## config.mk

```make
export PLATFORM = sky130hd
export DESIGN_NAME = bounded_stable_priority_queue_core
export DESIGN_NICKNAME = d
export VERILOG_FILES = /design/src/sv/bspq_pkg.sv /design/src/sv/bspq_cell.sv /design/src/sv/bounded_stable_priority_queue_core.sv
export SDC_FILE = /design/constraint.sdc
export NUM_CORES = 2
export LEC_CHECK = 0
export BUFFER_PORTS_ARGS = -buffer_cell sky130_fd_sc_hd__buf_2
export CORE_UTILIZATION = 45
export CTS_BUF_LIST = sky130_fd_sc_hd__clkbuf_2 sky130_fd_sc_hd__clkbuf_4 sky130_fd_sc_hd__clkbuf_8
export CTS_CLUSTER_DIAMETER = 40
export CTS_CLUSTER_SIZE = 10
export DETAILED_ROUTE_END_ITERATION = 8
export PLACE_DENSITY_LB_ADDON = 0.1
export SETUP_SLACK_MARGIN = 0.05
export SLEW_MARGIN = 30
export SYNTH_ARGS = -nofsm -noshare
export SYNTH_HDL_FRONTEND = slang
export SYNTH_SLANG_ARGS = --single-unit
```

## constraint.sdc

```tcl
create_clock -name clock -period 12.4 [get_ports clock]
set_input_delay 2.48 -clock clock [delete_from_list [all_inputs] [get_ports clock]]
set_output_delay 2.48 -clock clock [all_outputs]
set_load 0.005 [all_outputs]
```

## src/sv/bspq_pkg.sv

```systemverilog
`timescale 1ns / 1ps

package bspq_pkg;

   // Queue geometry and field widths.
   localparam int DEPTH  = 16;
   localparam int DATA_W = 32;
   localparam int CNT_W  = 5;
   localparam int KIND_W = 2;
   localparam int STAT_W = 2;

   // Capacity limit after reset.
   localparam logic [CNT_W-1:0] CAP_RESET = CNT_W'(16);
   localparam logic [CNT_W-1:0] DEPTH_CNT = CNT_W'(DEPTH);

   // Operation codes.
   localparam logic [KIND_W-1:0] KIND_PUSH   = 2'd0;
   localparam logic [KIND_W-1:0] KIND_POP    = 2'd1;
   localparam logic [KIND_W-1:0] KIND_STATUS = 2'd2;

   // Status codes.
   localparam logic [STAT_W-1:0] STATUS_OK        = 2'd0;
   localparam logic [STAT_W-1:0] STATUS_FULL      = 2'd1;
   localparam logic [STAT_W-1:0] STATUS_POP_EMPTY = 2'd2;

   // One held pair.
   typedef struct packed {
      logic signed [DATA_W-1:0] value;
      logic signed [DATA_W-1:0] prio;
   } entry_type;

   // Command broadcast to every cell of the row.
   typedef struct packed {
      logic      push;
      logic      pop;
      entry_type new_entry;
   } cmd_type;

endpackage

```

## src/sv/bspq_cell.sv

```systemverilog
`timescale 1ns / 1ps

module bspq_cell (
   input  logic                clock,
   input  bspq_pkg::cmd_type   cmd,
   input  logic                occupied,
   input  logic                left_keep,
   input  bspq_pkg::entry_type left_entry,
   input  bspq_pkg::entry_type right_entry,
   output logic                keep,
   output bspq_pkg::entry_type entry,
   output bspq_pkg::entry_type entry_next
);

   bspq_pkg::entry_type entry_ff;
   bspq_pkg::entry_type entry_in;

   // The held pair stays in place when its priority is equal or higher than the new one.
   assign keep = occupied && ($signed(entry_ff.prio) >= $signed(cmd.new_entry.prio));

   // A push either keeps this pair, takes the new pair, or takes the left neighbor's.
   // A pop takes the right neighbor's pair.
   always_comb begin
      entry_in = entry_ff;
      if (cmd.push) begin
         if (keep) begin
            entry_in = entry_ff;
         end else if (left_keep) begin
            entry_in = cmd.new_entry;
         end else begin
            entry_in = left_entry;
         end
      end else if (cmd.pop) begin
         entry_in = right_entry;
      end
   end

   always_ff @(posedge clock) begin
      entry_ff <= entry_in;
   end

   assign entry      = entry_ff;
   assign entry_next = entry_in;

endmodule

```

## src/sv/bounded_stable_priority_queue_core.sv

```systemverilog
`timescale 1ns / 1ps

// Channel   Handshake                 Payload
// -------   ------------------------  -------------------------------------------------
// request   start, busy               req_kind, req_new_value, req_new_priority
// response  rsp_valid (strobe)        rsp_head_value, rsp_head_priority, rsp_item_count,
//                                     rsp_is_empty, rsp_is_full, rsp_status
// csr       csr_valid, csr_ready      csr_data (capacity limit)
//
// One transaction is accepted in every cycle; busy stays low.
// The response strobes for one cycle, in the cycle after the request is accepted.
// Every cell of the row compares its own priority with the new one in the same cycle
// and shifts its pair by one place, whatever the state of the queue.
// Synchronous reset empties the queue and restores the capacity limit to 16.
// The receiver cannot stall, so responses are never held back.
module bounded_stable_priority_queue_core (
   input  logic                                clock,
   input  logic                                reset,
   input  logic                                start,
   output logic                                busy,
   input  logic [bspq_pkg::KIND_W-1:0]         req_kind,
   input  logic signed [bspq_pkg::DATA_W-1:0]  req_new_value,
   input  logic signed [bspq_pkg::DATA_W-1:0]  req_new_priority,
   output logic                                rsp_valid,
   output logic signed [bspq_pkg::DATA_W-1:0]  rsp_head_value,
   output logic signed [bspq_pkg::DATA_W-1:0]  rsp_head_priority,
   output logic [bspq_pkg::CNT_W-1:0]          rsp_item_count,
   output logic                                rsp_is_empty,
   output logic                                rsp_is_full,
   output logic [bspq_pkg::STAT_W-1:0]         rsp_status,
   input  logic                                csr_valid,
   output logic                                csr_ready,
   input  logic [bspq_pkg::CNT_W-1:0]          csr_data
);

   logic                            accept;
   logic [bspq_pkg::CNT_W-1:0]      capacity_ff;
   logic [bspq_pkg::CNT_W-1:0]      limit;
   logic [bspq_pkg::CNT_W-1:0]      count_ff;
   logic [bspq_pkg::CNT_W-1:0]      count_in;
   logic                            push_ok;
   logic                            pop_ok;
   logic [bspq_pkg::STAT_W-1:0]     status;
   bspq_pkg::cmd_type               cmd;
   bspq_pkg::entry_type             head;

   logic                            rsp_valid_ff;
   bspq_pkg::entry_type             rsp_head_ff;
   logic [bspq_pkg::CNT_W-1:0]      rsp_count_ff;
   logic                            rsp_empty_ff;
   logic                            rsp_full_ff;
   logic [bspq_pkg::STAT_W-1:0]     rsp_status_ff;

   logic                            keep       [bspq_pkg::DEPTH];
   bspq_pkg::entry_type             entry      [bspq_pkg::DEPTH];
   bspq_pkg::entry_type             entry_next [bspq_pkg::DEPTH];

   // The queue never stalls a transaction, and the limit may be written at any time.
   assign busy      = 1'b0;
   assign csr_ready = 1'b1;
   assign accept    = start && !busy;

   // Capacity limit register.
   always_ff @(posedge clock) begin
      if (reset) begin
         capacity_ff <= bspq_pkg::CAP_RESET;
      end else if (csr_valid && csr_ready) begin
         capacity_ff <= csr_data;
      end
   end

   assign limit = (capacity_ff < bspq_pkg::DEPTH_CNT) ? capacity_ff : bspq_pkg::DEPTH_CNT;

   // Decode the operation and work out the status and the new count.
   always_comb begin
      push_ok  = 1'b0;
      pop_ok   = 1'b0;
      status   = bspq_pkg::STATUS_OK;
      count_in = count_ff;
      if (accept) begin
         unique case (req_kind)
            bspq_pkg::KIND_PUSH: begin
               if (count_ff >= limit) begin
                  status = bspq_pkg::STATUS_FULL;
               end else begin
                  push_ok  = 1'b1;
                  count_in = count_ff + 1'b1;
               end
            end
            bspq_pkg::KIND_POP: begin
               if (count_ff == '0) begin
                  status = bspq_pkg::STATUS_POP_EMPTY;
               end else begin
                  pop_ok   = 1'b1;
                  count_in = count_ff - 1'b1;
               end
            end
            default: begin
               status = bspq_pkg::STATUS_OK;
            end
         endcase
      end
   end

   assign cmd.push            = push_ok;
   assign cmd.pop             = pop_ok;
   assign cmd.new_entry.value = req_new_value;
   assign cmd.new_entry.prio  = req_new_priority;

   // Row of cells, head at cell zero.
   for (genvar i = 0; i < bspq_pkg::DEPTH; i++) begin : g_cell
      logic                occupied;
      logic                left_keep;
      bspq_pkg::entry_type left_entry;
      bspq_pkg::entry_type right_entry;

      assign occupied = count_ff > bspq_pkg::CNT_W'(i);

      if (i == 0) begin : g_first
         assign left_keep  = 1'b1;
         assign left_entry = cmd.new_entry;
      end else begin : g_inner
         assign left_keep  = keep[i-1];
         assign left_entry = entry[i-1];
      end

      if (i == bspq_pkg::DEPTH - 1) begin : g_last
         assign right_entry = entry[i];
      end else begin : g_body
         assign right_entry = entry[i+1];
      end

      bspq_cell u_cell (
         .clock       (clock),
         .cmd         (cmd),
         .occupied    (occupied),
         .left_keep   (left_keep),
         .left_entry  (left_entry),
         .right_entry (right_entry),
         .keep        (keep[i]),
         .entry       (entry[i]),
         .entry_next  (entry_next[i])
      );
   end

   // A pop reports the pair it removes; otherwise the head after the step, or zero.
   always_comb begin
      if (pop_ok) begin
         head = entry[0];
      end else if (count_in != '0) begin
         head = entry_next[0];
      end else begin
         head = '0;
      end
   end

   // Count and response registers.
   always_ff @(posedge clock) begin
      if (reset) begin
         count_ff     <= '0;
         rsp_valid_ff <= 1'b0;
      end else begin
         count_ff     <= count_in;
         rsp_valid_ff <= accept;
      end
   end

   always_ff @(posedge clock) begin
      if (accept) begin
         rsp_head_ff   <= head;
         rsp_count_ff  <= count_in;
         rsp_empty_ff  <= (count_in == '0);
         rsp_full_ff   <= (count_in >= limit);
         rsp_status_ff <= status;
      end
   end

   assign rsp_valid         = rsp_valid_ff;
   assign rsp_head_value    = rsp_head_ff.value;
   assign rsp_head_priority = rsp_head_ff.prio;
   assign rsp_item_count    = rsp_count_ff;
   assign rsp_is_empty      = rsp_empty_ff;
   assign rsp_is_full       = rsp_full_ff;
   assign rsp_status        = rsp_status_ff;

endmodule

```

==> impl_metrics.toml <==
[timing]
rsz0062_at_grt = "false"
max_slew_margin_pct = 28.2
fin_crit_ps = 7570
fmax_ghz = 0.132
finalCritPeriodShare_pct = 61.0
finalHoldViolations = 0
skew_ps = 76.9
tightest_slew_ps = 1080
drv_slew = 0
setup_viol = 0
tns_ps = 0

[min_path]
holdPathStages = 1
hp-class = "flop to flop"
worstHoldEndpoint = "g_cell[0].u_cell.entry[58]"
min-delay-start = "g_cell[0].u_cell.entry[58]"

[grt]
antenna_found_initial = 11
grt_usage_pct = 31.7
grt_max_degree = 236
grt_overflow = 0
grt_pass1_wl_um = 342000
first_global_vias = 48273

[synthesis]
yosysWarningCount = 0
synthTopCellsByArea = "edfxtp_1, mux2i_1, ha_1"
syn_inst = 6135
netlist.top_cell.by_area = "edfxtp_1"
synth_top_area_share_pct = 47.2
syn_nets = 6736
async_reset_ff_share_pct = 0
synth_area_per_cell_um2 = 10.7
synth-seq-cells = 1108
synth_area_mm2 = 0.0657
synth_edf_count = 1033
ys.flop_type = "edfxtp_1"
ys_types = 76
seq_area_frac_synth_pct = 49.5

[detailed_routing]
drc = 0
viasPerCell = 6.21
wirelength_um = 238000
drt_iter0_drc = 5096
vias = 50755
wl_per_cell_um = 29.1
antenna_left = 0
first_pass_iters = 7

[job]
max-cap-violations = 0

[clock_tree]
post_cts_buffers = 0
cts.repair.resized = 0
cts_tree = "yes"
numCtsBuffers = 197
hold_buffers = 0
clk_path_buf_depth = 3
insertion_delay_ps = 980
htree_levels = 4
cts_num_sinks = 1108
cts-root-buf = "clkbuf_8"
path_clk_slew_ps = 60

[place]
placed_area_mm2 = 0.0680
io_buffers = 148
gp_congestion = 0.963
post-dp-hpwl_um = 154000

[critical_path]
end_kind = "flop"
path_class = "input pin to flop"
reg2reg_to = "g_cell[9].u_cell.entry[20]"
startpoint = "req_new_priority[31]"
cp.arrival_ps = 8150
r2r_slack_ps = 7000
worst_ep_required_time_ps = 12990
crit_fanout = 35
ff2ff_path_depth = 10
startpoint_type = "input pin"
rr_startpoint = "g_cell[9].u_cell.entry[31]"

[cells_and_area]
layout.nets = 6693
final_cell_mix = "edfxtp_1, nand2_1, mux2i_1, ha_1, a21oi_1"
area_growth_pct = 10.7
final_common_cell = "edfxtp_1"
drive_above_1_share_pct = 10.4
fill_cells = 13158
finish.instance_area_mm2 = 0.0727

[floorplanning]
die_h_um = 384
rows = 139
pin_count = 151
core_mm2 = 0.144
die_w_um = 384
start_util_pct = 45.5
die-area_mm2 = 0.148

[power]
peakVddDrop_mv = 0.0848
cellLeakagePower_nw = 28.6
p_per_area_mw_per_mm2 = 146

[run_status]
outcome = "finished, final reports clean"
==> flip-flops by register name, indices dropped and copies added, names as in the netlist <==
name,flops
g_cell.u_cell.entry,1024
rsp_status,2
count_ff,5
rsp_item_count,5
rsp_head_value,32
rsp_valid,1
rsp_head_priority,32
rsp_is_full,1
rsp_is_empty,1
capacity_ff,5
==> kinds of logic (layout without fill, tap and decap cells) <==
logic type	count (synthesis)	after routing	share of synthesized area, %
adders and majority gates	527	527	10.0
muxes	771	771	11.9
xor gates and xnor gates	4	4	0.0533
and+or+nand+nor	1506	1506	9.87
buffers and inverters	564	694	3.68
AOI/OAI and AO/OA	1653	1653	15.0
DFF	1108	1108	49.5
other	2	8	0.0114
==> worst max-delay path, stage by stage <==
cell and delay, ps:
buf_2 400, inv_1 540, ha_1 610, nand4_1 120, or2_0 440, or4_4 720
nor2_1 140, a211o_1 270, mux2i_1 310, a21boi_4 140, o21ai_4 500, buf_4 760
buf_4 570
==> routing by layer <==
layer  GRT usage [%]  share of wire, %  up-vias
met4            11.2               3.5        8
met2            48.7                45     2121
li1                -                 -    22910
met5               0             0.026        -
met1            45.0                44    25317
met3            5.24               7.5      399
==> cells in the mapped netlist (12+ instances only) <==
master	instances
edfxtp_1	1033
mux2i_1	706
nor2_1	268
dfxtp_1	75
o221a_1	65
mux2_1	64
nand2b_1	73
nor2b_1	20
and3_1	12
nand2_1	877
o21ai_0	244
buf_2	108
ha_1	526
clkbuf_1	328
inv_1	74
buf_1	32
a21o_1	108
a22o_1	97
o211ai_1	17
a21oi_1	489
nor3_1	59
a221o_1	40
nand3_1	57
and4_1	12
nand4_1	83
o21ai_1	487
a211oi_1	22
==> metrics by stage <==
step	total power, mW	instances	hold slack (ps)	setup slack, ps	utilization [%]
floorplan	5.86	6135	448	4060	-
global placement	6.55	7789	463	3830	47.0
detailed placement	6.58	7794	469	3990	47.1
CTS	10.7	8166	486	5050	50.3
global route	11.0	8169	500	4870	50.4
finish	10.6	8174	479	4830	50.4
==> report_power, final <==
part	leakage, nW	switching, mW	internal, mW
Clock	2.36	1.83	2.26
Sequential	10.2	0.274	4.48
Combinational	16.0	1.14	0.638
==> area by class of cell <==
type	instances	area, µm²	share of cell area [%]
Tap cell	1903	2380	3.27
Clock buffer	237	3100	4.26
Timing Repair Buffer	247	1680	2.31
Clock inverter	135	1570	2.15
Antenna cell	6	15.0	0.0206
Sequential cell	1108	32500	44.7
Multi-Input combinational cell	4463	31200	42.9
Inverter	75	282	0.387
==> worst max path at each step <==
| stage | to | depth (start not counted) |
|---|---|---|
| final | g_cell[2].u_cell.entry[13] | 13 |
| after CTS | g_cell[2].u_cell.entry[13] | 13 |
| after global placement | g_cell[3].u_cell.entry[6] | 12 |
| after detailed placement | g_cell[2].u_cell.entry[9] | 13 |
| after floorplan | g_cell[11].u_cell.entry[0] | 13 |
| after global routing | g_cell[2].u_cell.entry[13] | 13 |
No activity file was read; power rests on OpenSTA's default activity.
